==> config.mk <==
export PLATFORM = sky130hd
export DESIGN_NAME = rvn_sqrt
export DESIGN_NICKNAME = d
export VERILOG_FILES = /design/src/rtl/rvn_pkg.sv /design/src/rtl/rvn_sqrt.sv
export SDC_FILE = /design/constraint.sdc
export NUM_CORES = 2
export LEC_CHECK = 0
export BUFFER_PORTS_ARGS = -buffer_cell sky130_fd_sc_hd__buf_2
export CAP_MARGIN = 10
export CORE_MARGIN = 3
export CORE_UTILIZATION = 25
export CTS_CLUSTER_DIAMETER = 80
export DETAILED_ROUTE_END_ITERATION = 8
export SETUP_SLACK_MARGIN = 0.4
export SYNTH_ARGS = -nofsm -noshare
export SYNTH_HDL_FRONTEND = slang
export SYNTH_SLANG_ARGS = --single-unit
==> constraint.sdc <==
create_clock -name clock -period 3.43 [get_ports clock]
set_input_delay 0.343 -clock clock [delete_from_list [all_inputs] [get_ports clock]]
set_output_delay 0.343 -clock clock [all_outputs]
set_load 0.05 [all_outputs]
==> src/rtl/rvn_pkg.sv <==
package rvn_pkg;

   localparam int WORD_W      = 32;
   localparam int UNIT_BITS   = 30;
   localparam int LANES       = 3;
   localparam int SQ_W        = 2 * WORD_W;
   localparam int LEN_W       = WORD_W;
   localparam int EPS_W       = 31;
   localparam int DOT_W       = 2 * WORD_W;
   localparam int PROD_W      = DOT_W + WORD_W;
   localparam int MAG_W       = 61;
   localparam int QUOT_W      = UNIT_BITS + 1;

   localparam logic [EPS_W-1:0] EPS_RESET = EPS_W'(7);

   // pipeline stage map (index = register stage holding the value)
   localparam int SQRT_STAGES = LEN_W;
   localparam int DIV_STAGES  = QUOT_W;
   localparam int COMP_STAGES = 4;
   localparam int ST_SUM      = 2;
   localparam int ST_LEN      = ST_SUM + SQRT_STAGES;
   localparam int ST_QUOT     = ST_LEN + DIV_STAGES;
   localparam int ST_PROD     = ST_QUOT + 1;
   localparam int ST_TERM     = ST_PROD + 1;
   localparam int ST_DOT      = ST_TERM + 1;
   localparam int ST_LAST     = ST_DOT + COMP_STAGES;

   typedef logic [WORD_W-1:0] word_type;

   typedef struct packed {
      word_type [LANES-1:0] vec;
      word_type [LANES-1:0] nrm;
      word_type [LANES-1:0] unit;
      logic                 degen;
   } side_type;

   typedef struct packed {
      word_type [LANES-1:0] refl;
      logic                 degen;
      logic                 sat;
   } rsl_type;

endpackage

==> src/rtl/rvn_sqrt.sv <==
module rvn_sqrt
   import rvn_pkg::*;
(
   input  logic             clock,
   input  logic             en,
   input  logic [SQ_W-1:0]  sq_sum,
   output logic [LEN_W-1:0] len
);

   logic [SQ_W-1:0] rem_ff  [SQRT_STAGES];
   logic [SQ_W-1:0] root_ff [SQRT_STAGES];

   genvar s;
   generate
      for (s = 0; s < SQRT_STAGES; s++) begin : g_step
         localparam logic [SQ_W-1:0] BIT = SQ_W'(1) << (SQ_W - 2 - 2 * s);
         logic [SQ_W-1:0] rem_cur, root_cur, trial, rem_in, root_in;

         if (s == 0) begin : g_first
            assign rem_cur  = sq_sum;
            assign root_cur = '0;
         end else begin : g_next
            assign rem_cur  = rem_ff[s-1];
            assign root_cur = root_ff[s-1];
         end

         always_comb begin
            trial = root_cur + BIT;
            if (rem_cur >= trial) begin
               rem_in  = rem_cur - trial;
               root_in = (root_cur >> 1) + BIT;
            end else begin
               rem_in  = rem_cur;
               root_in = root_cur >> 1;
            end
         end

         always_ff @(posedge clock) begin
            if (en) begin
               rem_ff[s]  <= rem_in;
               root_ff[s] <= root_in;
            end
         end
      end
   endgenerate

   assign len = root_ff[SQRT_STAGES-1][LEN_W-1:0];

endmodule

# Yosys cells after proc, flatten, opt, wreduce, memory -nomap -nowiden
# Memories as Yosys holds them, arrays and structs flattened.
# Index checks and enable logic that the tools add are counted.
# totals
regBits	0
latch_bits	0
ramBits	4096
rom_bits	0
inputBits	66
output_inout_bits	32
word_cells	194
mem_count	2
# op_classes
n_addsub	94
n_mul	0
div	0
n_lt_le_gt_ge	32
n_eq_ne	0
shift	0
muxes	66
bitwise	0
n_reduce_logical	0
# mem_list
name	depth	word_bits	rd	rd_ports_with_merged_regs	write_ports	line_no	text
rem_ff	32	64	31	0	32	rvn_sqrt.sv:10	logic [SQ_W-1:0] rem_ff [SQRT_STAGES];
root_ff	32	64	32	0	32	rvn_sqrt.sv:11	logic [SQ_W-1:0] root_ff [SQRT_STAGES];
# ops
op	n
$mux W64	63
$ge A64 B64 Y1	31
$sub A64 B64 Y64	31
$add A63 B1 Y64 const B	1
$add A63 B11 Y64 const B	1
$add A63 B13 Y64 const B	1
$add A63 B15 Y64 const B	1
$add A63 B17 Y64 const B	1
$add A63 B19 Y64 const B	1
$add A63 B21 Y64 const B	1
$add A63 B23 Y64 const B	1
$add A63 B25 Y64 const B	1
$add A63 B27 Y64 const B	1
$add A63 B29 Y64 const B	1
$add A63 B3 Y64 const B	1
$add A63 B31 Y64 const B	1
$add A63 B33 Y64 const B	1
$add A63 B35 Y64 const B	1
$add A63 B37 Y64 const B	1
$add A63 B39 Y64 const B	1
$add A63 B41 Y64 const B	1
$add A63 B43 Y64 const B	1
$add A63 B45 Y64 const B	1
$add A63 B47 Y64 const B	1
45 further kinds	46

# Longest topological paths before layout
# An unclocked memory read counts as a cell.
# depth
word_depth	4
mapped_depth	15

# Worst setup path after synthesis
# No wires, ideal clock.
# synth_path
path_type	reg2reg
from	memory rem_ff[1][33] (netlist bit)
to	memory rem_ff[1][101] (netlist bit) (data pin)
setup_ns	0.254
arrival_time_ns	3.303
required_ns	3.176
setup_slack_ns	-0.127
path_stages_with_launch	12
path_buffers	2
path_cell_list	edfxtp_1 ha_1 a21o_1 a2111oi_1 nor2_1 o41a_1 nor2_1 a21oi_1 or4_1 buf_2 buf_1 o21a_1
# synth_rtl
element	line_no
start: declaration	rvn_sqrt.sv:10

==> impl_metrics.yaml <==
clocking:
  clock_tree.root_cell: "clkbuf_16"
  cts_made_buffers: 249
  clkLatencyLatePin_ns: 0.98
  clock-sinks: 2512
  clkTransAtPathRegs_ns: 0.07
  h-tree-depth: 4
  cts_tree: "done"
  cts_buffer_depth: 4
critical_path:
  ff2ff_path_depth: 9
  crit_path_cell_trace: "or4_4, or4_4, or4_4, or3_4, nor3_4, nor4b_4, buf_4, nand3_2, mux2_2"
  crit_arrival_ns: 4.23
  cp.depth: 9
  cp_top_family: "simple AND/OR/NAND/NOR gates"
  path_common_cell: "or4_4"
  crit_fanout: 6
  worstPathRequired_ns: 4.01
  critPathKind: "reg -> reg"
  start_kind: "register"
  end_kind: "register"
  slowest_stage: "or4_4"
  cpPeakStageDelay_ns: 0.55
  path_buf_inv: 1
timing:
  drv_slew: 0
  period_share: 1.06
  skew_ns: 0.138
  finalWorstSetupSlack_ns: -0.213
  hold_viol_final: 0
  period_minus_slack_ns: 3.64
  relSlewSlack: 0.0372
  worst_pin_slew_ns: 1.43
  setup_violations: 50
  fmax_mhz: 275
  whs_ns: 0.0951
  rsz0062_at_grt: "true"
logic_synthesis:
  syn_nets: 10100
  ys_async_sr_fraction: 0
  synth_cells: 9507
  synthMuxAreaShare: 0.00934
  synth_area_leader_cell: "edfxtp_1"
  ys_top_cells_by_count: "edfxtp_1, inv_1, nor2_1"
  yosysMostFrequentCell: "edfxtp_1"
  synth.distinct_cells: 97
  synth-seq-cells: 2512
  syn_avg_cell_area_sq_um: 12.6
  synth_top_family_by_area: "simple AND/OR/NAND/NOR gates"
  synth-simple-area-share: 0.119
  synth-compound-area-share: 0.0925
  yosysWarnings: 0
  netlist_area_sq_mm: 0.120
  synth_fa_ha_area_frac: 0.0582
  yosys.area_share.xor_xnor: 0.0646
  synth_flop_cell: "edfxtp_1"
  yosys.area.top_type_share: 0.628
  yosys-top-cells-area: "edfxtp_1, ha_1, xnor2_1"
  synth_edf_count: 2512
  ys_seq_area_frac: 0.628
global_route:
  grt_usage: 0.102
  grt_pass1_vias: 78900
  grt_pass1_wl_um: 409000
  gr-total-overflow: 0
  grt_max_degree: 131
  antenna_found_initial: 0
route:
  drtAntennaViolNets: 0
  routed_wl_um: 267000
  drt_iter0_markers: 3876
  first_pass_iters: 6
  via_per_inst: 4.42
  drc: 0
  wire_per_inst_um: 15.3
  vias: 77100
die:
  dieArea_sq_mm: 0.489
  start_util: 0.252
  die_h_um: 699
  coreArea_sq_mm: 0.476
  num_rows: 253
  die_w_um: 699
  io_pins: 98
finish:
  fin_area_sq_mm: 0.152
  utilization: 0.319
  diodes: 0
  nNetsFinal: 11500
  n_fill_cell: 46800
  synthToLayoutAreaGrowth_pct: 26.7
  drive_above_1_share: 0.224
  fin_cells: 17400
power:
  power.total_w: 0.0928
  switching_power_w: 0.0270
  seq_power_share: 0.451
  cell_internal_pwr_w: 0.0659
  p_sw_frac: 0.290
  p_leak_nw: 56.8
  power.share.combinational: 0.258
  clkPwrFrac: 0.291
  power_density_mw_per_mm2: 610
  vdd_ir_drop_max_mv: 0.542
placement:
  port-buffer-count: 97
  dpl_cell_area_sq_mm: 0.136
  dp_hpwl_um: 190000
  dp_cells: 16600
  place_congestion: 0.865
min_path:
  hold_depth: 2
  hold_class: "in -> reg"
flow_run:
  maxCapViolations: 0
status:
  status: "finished with violations"
  violations: "negative setup slack"
## flip-flops by register name, indices dropped and copies added, names as in the netlist
name	cells
root_ff	528
rem_ff	1984
## metal layers
metal | GRT usage | routed length [um]
met5 | 0 | 0
met2 | 0.207 | 149000
met4 | 0.0449 | 12900
met1 | 0.102 | 96900
met3 | 0.0132 | 7720
## cell type report
cell class | count | area [sq um] | area share
Clock buffer | 300 | 6440 | 0.0424
Clock inverter | 154 | 1550 | 0.0102
Inverter | 689 | 2600 | 0.0171
Multi-Input combinational cell | 6121 | 46800 | 0.308
Sequential cell | 2512 | 75400 | 0.496
Tap cell | 6375 | 7980 | 0.0525
Timing Repair Buffer | 1297 | 11300 | 0.0741
## logic make-up after synthesis
logic type	count (synthesis)
AOI/OAI and AO/OA	1792
buffers and inverters	875
DFF	2512
and+or+nand+nor	2784
xor gates and xnor gates	886
adders and majority gates	558
muxes	100
## cells in the final DEF, fill, tap and decap left out, types with 194 or more instances in the layout
master     count
a21o_1       246
a21oi_1      562
buf_4        961
clkbuf_16    266
edfxtp_1    2512
ha_1         459
inv_1        665
nand2_1      522
nor2_1       592
nor3_1       194
nor4_1       271
o21ai_0      306
xnor2_1      471
xor2_1       396
## what timing repair did
action	CTS	global route
hold buffers	74	0
pin swaps	216	260
hold endpoints to repair	138	0
setup endpoints to repair	898	954
setup buffers	121	150
resized for setup	396	633
gates cloned	14	24
## power by group through the flow
stage	sequential, W	combinational, W	clock (W)
2_1_floorplan	0.0414	0.0143	0
3_3_place_gp	0.0422	0.0210	0
3_5_place_dp	0.0423	0.0212	0
4_1_cts	0.0417	0.0223	0.0277
5_1_grt	0.0423	0.0264	0.0290
6_report	0.0419	0.0240	0.0270
## worst register-to-register path, stage by stage, from the launching register on
cell and delay (ns):
edfxtp_1 0.39, or4_4 0.55, or4_4 0.43, or4_4 0.43
or3_4 0.36, nor3_4 0.13, nor4b_4 0.28, buf_4 0.22
nand3_2 0.19, mux2_2 0.38
## per-stage QoR
step	TNS (ns)	worst slack, ns
2_1_floorplan	-0.0686	-0.00863
3_3_place_gp	-34.76	-0.688
3_5_place_dp	-34.87	-0.686
4_1_cts	-5.76	-0.194
5_1_grt	-14.72	-0.307
6_report	-4.99	-0.213
## path summary, 6_finish.rpt
path	start	endpoint	slack, ns
worst min-delay path	sq_sum[45]	rem_ff[0][45]	0.1
worst min register to register	rem_ff[0][362]	rem_ff[0][426]	0.33
worst max-delay path	rem_ff[1][178]	rem_ff[1][223]	-0.21
worst max register to register	rem_ff[1][178]	rem_ff[1][223]	-0.21
Power figures use the tool's default switching activity.
