===== src/rtl/rvn_pkg.sv =====
package rvn_pkg;

   localparam int WORD_W      = 32;
   localparam int UNIT_BITS   = 30;
   localparam int LANES       = 3;
   localparam int SQ_W        = 2 * WORD_W;
   localparam int LEN_W       = WORD_W;
   localparam int EPS_W       = 31;
   localparam int DOT_W       = 2 * WORD_W;
   localparam int PROD_W      = DOT_W + WORD_W;
   localparam int MAG_W       = 61;
   localparam int QUOT_W      = UNIT_BITS + 1;

   localparam logic [EPS_W-1:0] EPS_RESET = EPS_W'(7);

   // pipeline stage map (index = register stage holding the value)
   localparam int SQRT_STAGES = LEN_W;
   localparam int DIV_STAGES  = QUOT_W;
   localparam int COMP_STAGES = 4;
   localparam int ST_SUM      = 2;
   localparam int ST_LEN      = ST_SUM + SQRT_STAGES;
   localparam int ST_QUOT     = ST_LEN + DIV_STAGES;
   localparam int ST_PROD     = ST_QUOT + 1;
   localparam int ST_TERM     = ST_PROD + 1;
   localparam int ST_DOT      = ST_TERM + 1;
   localparam int ST_LAST     = ST_DOT + COMP_STAGES;

   typedef logic [WORD_W-1:0] word_type;

   typedef struct packed {
      word_type [LANES-1:0] vec;
      word_type [LANES-1:0] nrm;
      word_type [LANES-1:0] unit;
      logic                 degen;
   } side_type;

   typedef struct packed {
      word_type [LANES-1:0] refl;
      logic                 degen;
      logic                 sat;
   } rsl_type;

endpackage


===== src/rtl/rvn_div.sv =====
module rvn_div
   import rvn_pkg::*;
(
   input  logic              clock,
   input  logic              en,
   input  logic [WORD_W-1:0] num_mag,
   input  logic [LEN_W-1:0]  den,
   output logic [QUOT_W-1:0] quot
);

   localparam int NUM_W = WORD_W + UNIT_BITS;

   logic [NUM_W-1:0]  num_full;
   logic [LEN_W-1:0]  rem_ff [DIV_STAGES];
   logic [QUOT_W-1:0] lo_ff  [DIV_STAGES];
   logic [QUOT_W-1:0] q_ff   [DIV_STAGES];
   logic [LEN_W-1:0]  den_ff [DIV_STAGES];

   assign num_full = {num_mag, {UNIT_BITS{1'b0}}};

   genvar s;
   generate
      for (s = 0; s < DIV_STAGES; s++) begin : g_step
         logic [LEN_W-1:0]  rem_cur, den_cur, rem_in;
         logic [QUOT_W-1:0] lo_cur, q_cur, lo_in, q_in;
         logic [LEN_W:0]    trial;

         if (s == 0) begin : g_first
            assign rem_cur = LEN_W'(num_full[NUM_W-1:QUOT_W]);
            assign lo_cur  = num_full[QUOT_W-1:0];
            assign q_cur   = '0;
            assign den_cur = den;
         end else begin : g_next
            assign rem_cur = rem_ff[s-1];
            assign lo_cur  = lo_ff[s-1];
            assign q_cur   = q_ff[s-1];
            assign den_cur = den_ff[s-1];
         end

         always_comb begin
            trial = {rem_cur, lo_cur[QUOT_W-1]};
            lo_in = lo_cur << 1;
            if (trial >= {1'b0, den_cur}) begin
               rem_in = LEN_W'(trial - {1'b0, den_cur});
               q_in   = {q_cur[QUOT_W-2:0], 1'b1};
            end else begin
               rem_in = trial[LEN_W-1:0];
               q_in   = {q_cur[QUOT_W-2:0], 1'b0};
            end
         end

         always_ff @(posedge clock) begin
            if (en) begin
               rem_ff[s] <= rem_in;
               lo_ff[s]  <= lo_in;
               q_ff[s]   <= q_in;
               den_ff[s] <= den_cur;
            end
         end
      end
   endgenerate

   assign quot = q_ff[DIV_STAGES-1];

endmodule


===== config.mk =====
export PLATFORM = sky130hd
export DESIGN_NAME = rvn_div
export DESIGN_NICKNAME = d
export VERILOG_FILES = /design/src/rtl/rvn_pkg.sv /design/src/rtl/rvn_div.sv
export SDC_FILE = /design/constraint.sdc
export NUM_CORES = 2
export LEC_CHECK = 0
export BUFFER_PORTS_ARGS = -buffer_cell sky130_fd_sc_hd__buf_2
export CELL_PAD_IN_SITES_DETAIL_PLACEMENT = 1
export CELL_PAD_IN_SITES_GLOBAL_PLACEMENT = 1
export CORE_MARGIN = 5
export CORE_UTILIZATION = 47
export DETAILED_ROUTE_END_ITERATION = 10
export PLACE_DENSITY = 0.79
export SETUP_SLACK_MARGIN = 0.1
export SLEW_MARGIN = 20
export SYNTH_ARGS = -nofsm -noshare
export SYNTH_HDL_FRONTEND = slang
export SYNTH_SLANG_ARGS = --single-unit

===== constraint.sdc =====
create_clock -name clock -period 3.3 [get_ports clock]
set_input_delay 0 -clock clock [delete_from_list [all_inputs] [get_ports clock]]
set_output_delay 0 -clock clock [all_outputs]
set_load 0.03 [all_outputs]

# [Word-level counts from Yosys, hierarchy flattened]
# Memory sizes are Yosys's and may differ from the RTL's.
# Index checks and enable logic that the tools add are counted.
[word_totals] mem_bits_rw=3875 mem_count=4 out_inout_bits=31 input_bits=66 word_cells=130 ff_bits=0
[classes] order_cmp=31 n_addsub=31 muxes=64
[mem_list] name="den_ff" words=31 word_bits=32 read_ports=30 rd_clocked_by_memory_dff=0 wr=31 line_no="rvn_div.sv:17" rtl="logic [LEN_W-1:0] den_ff [DIV_STAGES];"
[mem_list] name="rem_ff" words=31 word_bits=32 read_ports=30 rd_clocked_by_memory_dff=0 wr=31 line_no="rvn_div.sv:14" rtl="logic [LEN_W-1:0] rem_ff [DIV_STAGES];"
[mem_list] name="q_ff" words=31 word_bits=31 read_ports=31 rd_clocked_by_memory_dff=0 wr=31 line_no="rvn_div.sv:16" rtl="logic [QUOT_W-1:0] q_ff [DIV_STAGES];"
[mem_list] name="lo_ff" words=31 word_bits=30 read_ports=30 rd_clocked_by_memory_dff=0 wr=31 line_no="rvn_div.sv:15" rtl="logic [QUOT_W-1:0] lo_ff [DIV_STAGES];"
[ops] op="two-way mux 32 bit" n=31
[ops] op="subtractor 32 bit" n=31
[ops] op="greater-or-equal comparator 33 x 32 -> 1 bit" n=30
[ops] op="two-way mux 1 bit" n=33
[ops] op="greater-or-equal comparator 32 bit" n=1

# [Depth between registers and ports, before layout]
# An unclocked memory read counts as a cell.
[depth] word_depth=3 depth_mapped=16 ltp_nobuf=14

# [Worst setup path before layout]
# OpenSTA, ideal clock, no wires.
[synth_path] kind="flip-flop to flip-flop" from="memory rem_ff[0][201] (netlist name)" to="memory rem_ff[0][239] (netlist name), data pin" stages_incl_launch_ff=14 period_less_slack_ps=3661 t_arrival_ps=3401 path_slack_ps=-361 setup_time_ps=260 path_buffers=1 path_cell_list="edfxtp_1 -> ha_1 -> a21o_1 -> a21oi_1 -> or4b_1 -> o21ai_1 -> a21oi_1 -> a21o_1 -> a221o_1 -> o21ai_1 -> nand2_1 -> a211oi_4 -> buf_6 -> mux2_2"
[synth_lines] item="from (decl)" line_no="rvn_div.sv:14"

==> impl_metrics.env <==
export IMPL_drt_met1_wl_um=189000
export IMPL_initial_core_util=0.472
export IMPL_switching_share=0.415
export IMPL_insertion_delay_ps=970
export IMPL_cp_required_ps=3980
export IMPL_clkPwrFrac=0.160
export IMPL_viasPerCell=6.16
export IMPL_layout_min_cycle_time_ps=4010
export IMPL_p_sw_w=0.0854
export IMPL_num_vias=115000
export IMPL_grt_max_degree=106
export IMPL_rsz0062_at_grt="yes"
export IMPL_fmax_mhz=249
export IMPL_setup_viol_count_final=792
export IMPL_synth_nets=13000
export IMPL_cp_end_kind="flip-flop"
export IMPL_antenna_found_initial=19
export IMPL_drive_gt1_frac=0.311
export IMPL_cp_slowest_cell="edfxtp_1"
export IMPL_seq_power_share=0.259
export IMPL_die_x_um=545
export IMPL_place_hpwl_um=305000
export IMPL_drcViolationCount=0
export IMPL_die_height_um=545
export IMPL_tritoncts="built"
export IMPL_irDropWorstVdd_mv=0.787
export IMPL_drt_wirelength_per_cell_um=28.6
export IMPL_cts_buffers=281
export IMPL_track_usage=0.297
export IMPL_ys_warn_count=0
export IMPL_drt_wl_total_um=532000
export IMPL_fp_row_count=196
export IMPL_final_common_cell="edfxtp_1"
export IMPL_core_mm2=0.285
export IMPL_top_layer="met5"
export IMPL_timing_final_ws_setup_ps=-712
export IMPL_ant_nets=0
export IMPL_critPathLaunchType="flip-flop"
export IMPL_worst_pin_slew_ps=1050
export IMPL_synth_edf_count=2416
export IMPL_wl_met2_um=269000
export IMPL_synth_seq_area_share=0.540
export IMPL_hold_viol=0
export IMPL_drv_slew=0
export IMPL_nets=15700
export IMPL_synth_area_per_cell_um2=11.3
export IMPL_grt_pass1_wl_um=692000
export IMPL_worst_setup_path_type="flip-flop to flip-flop"
export IMPL_power_density_mw_per_mm2=1140
export IMPL_arrival_ps=4690
export IMPL_maxSlewHeadroom=0.298
export IMPL_io_pins=97
export IMPL_ys_flop_type="edfxtp_1"
export IMPL_ys_types=95
export IMPL_synthArstFlopShare=0
export IMPL_final_setup_skew_ps=77.0
export IMPL_postSynthCellCount=11900
export IMPL_grt_pass1_vias=118000
export IMPL_clk_pin_slew_ps=90
export IMPL_htreeDepth=5
export IMPL_drtIter0Drc=10600
export IMPL_final_cell_mix="2,416 x edfxtp_1, 2,095 x buf_4, 1,151 x inv_1"
export IMPL_leakagePower_nw=76.1
export IMPL_cts_root_buf="clkbuf_16"
export IMPL_finalCritPeriodShare=1.22
export IMPL_finalSetupTns_ps=-234370
export IMPL_cp_max_fo=5
export IMPL_clockBufferDepth=4
export IMPL_placed_cells=17300
export IMPL_dieArea_mm2=0.297
export IMPL_cts_sinks=2416
export IMPL_grt_remaining_overflow=0
export IMPL_finalWeightedCongestion=0.940
export IMPL_ys_seq_elements=2416
export IMPL_cap_violations=0
export IMPL_stdcell_area_mm2=0.180
export IMPL_final_cells=18600
export IMPL_power_frac_comb=0.581
export IMPL_p_int_w=0.120
export IMPL_violations="setup timing"
export IMPL_placed_area_mm2=0.154
export IMPL_status="finished, violations left"
export IMPL_crit_buf_inv=3
export IMPL_drtPass1Iterations=6
export IMPL_numPortBuffers=96
export IMPL_cp_top_family="compound AO/OA/AOI/OAI gates"
export IMPL_wl_met3_um=32500
export IMPL_hold_class="input port to flip-flop"
export IMPL_area_growth_pct=34.2
export IMPL_synth_area_mm2=0.134
export IMPL_slowest_delay_ps=490
export IMPL_worstPathCellList="inv_2, ha_4, nor2b_4, o31a_1, o31a_1, o21ai_2, a31oi_4, nand4_1, a211oi_2, a211o_1, a21o_1, a31oi_4, buf_12, clkbuf_16, mux2_4"
flip-flops by register name, indices dropped and copies added, names as in the netlist:
signal,flops
den_ff,960
q_ff,496
rem_ff,960
layer usage:
| metal | track usage | up-vias |
|---|---|---|
| met4 | 0.147 | 6 |
| met2 | 0.549 | 5811 |
| met3 | 0.0360 | 2575 |
| met1 | 0.339 | 57200 |
| li1 | - | 49100 |
| met5 | 0 | - |
worst register-to-register path: cells and delay by family (launching register included):
family,cells,cell delay (ps)
buffers and inverters,3,510
DFF,1,490
AOI/OAI and AO/OA,8,1880
adders and majority gates,1,230
and+or+nand+nor,2,320
muxes,1,340
synthesized netlist by cell type, types with 17 or more instances:
master / n / area (µm²)
edfxtp_1: 2416 / 72500
inv_1: 1221 / 4580
ha_1: 991 / 12400
a21oi_1: 943 / 4720
nand2_1: 911 / 3420
o21ai_0: 851 / 4260
nor2_1: 629 / 2360
a21o_1: 490 / 3680
xnor2_1: 453 / 3970
xor2_1: 370 / 3240
mux2_2: 288 / 3240
clkbuf_1: 226 / 848
nand3_1: 186 / 931
nand2b_1: 163 / 1020
nand4_1: 156 / 976
nor2b_1: 150 / 938
o21bai_1: 129 / 968
nor3_1: 118 / 591
o21a_1: 106 / 796
a31oi_1: 101 / 632
a211oi_1: 84 / 631
and3_1: 78 / 488
o31ai_1: 74 / 556
o21ai_1: 43 / 215
or3_1: 43 / 269
and2_1: 41 / 257
nor4_1: 39 / 244
buf_2: 35 / 175
or2_2: 35 / 219
o211ai_1: 34 / 255
a21boi_0: 33 / 248
fa_1: 30 / 601
a211o_1: 26 / 228
o41ai_1: 25 / 219
and4_1: 23 / 201
o31a_1: 22 / 193
a2111oi_0: 19 / 166
mux2_1: 17 / 191
layout make-up:
| cell class | instances | area [µm²] |
|---|---|---|
| timing repair inverter | 5 | 81.3 |
| fill | 28400 | 105000 |
| antenna | 18 | 45.0 |
| sequential | 2416 | 72500 |
| multi-input combinational | 8002 | 65100 |
| tap | 3762 | 4710 |
| clock buffer | 323 | 7250 |
| clock inverter | 175 | 1970 |
| timing repair buffer | 2690 | 24100 |
| inverter | 1222 | 4640 |
what timing repair did:
item,4_1_cts,5_1_grt
resized for setup,999,1328
pin swaps,315,457
hold endpoints to repair,245,0
setup endpoints to repair,953,987
hold buffers,127,0
setup buffers,304,315
cloned,58,35
through the flow:
stage	hold WS, ps	worst slack [ps]	power (W)	util
2_1_floorplan	98.9	-233	0.103	-
3_3_place_gp	196	-507	0.133	0.539
3_5_place_dp	198	-599	0.137	0.539
4_1_cts	39.2	-420	0.184	0.604
5_1_grt	75.7	-783	0.213	0.633
6_report	65.1	-712	0.206	0.633
power groups by stage:
| stage | clock network, W | logic [W] | registers, W |
|---|---|---|---|
| 6_report | 0.0328 | 0.120 | 0.0533 |
| 5_1_grt | 0.0345 | 0.125 | 0.0536 |
| 4_1_cts | 0.0324 | 0.0989 | 0.0524 |
| 3_5_place_dp | 0 | 0.0845 | 0.0526 |
| 3_3_place_gp | 0 | 0.0802 | 0.0524 |
| 2_1_floorplan | 0 | 0.0537 | 0.0490 |
cells by family after synthesis:
kind of cell	Yosys count	share of synthesized area
xor gates and xnor gates	823	0.0536
muxes	320	0.0267
buffers and inverters	1502	0.0428
and+or+nand+nor	2635	0.0925
DFF	2416	0.540
adders and majority gates	1021	0.0967
AOI/OAI and AO/OA	3202	0.148
worst paths after layout:
path                                     start              to  slack [ps]  cells after the start
worst max-delay path            den_ff[1][321]  rem_ff[1][369]        -710                     15
worst min-delay path                num_mag[1]    rem_ff[0][1]          70                      4
worst max register to register  den_ff[1][321]  rem_ff[1][369]        -710                     15
worst min register to register    q_ff[1][137]    q_ff[1][169]         400                      0
Note: power is estimated with default switching activity, not from simulation.
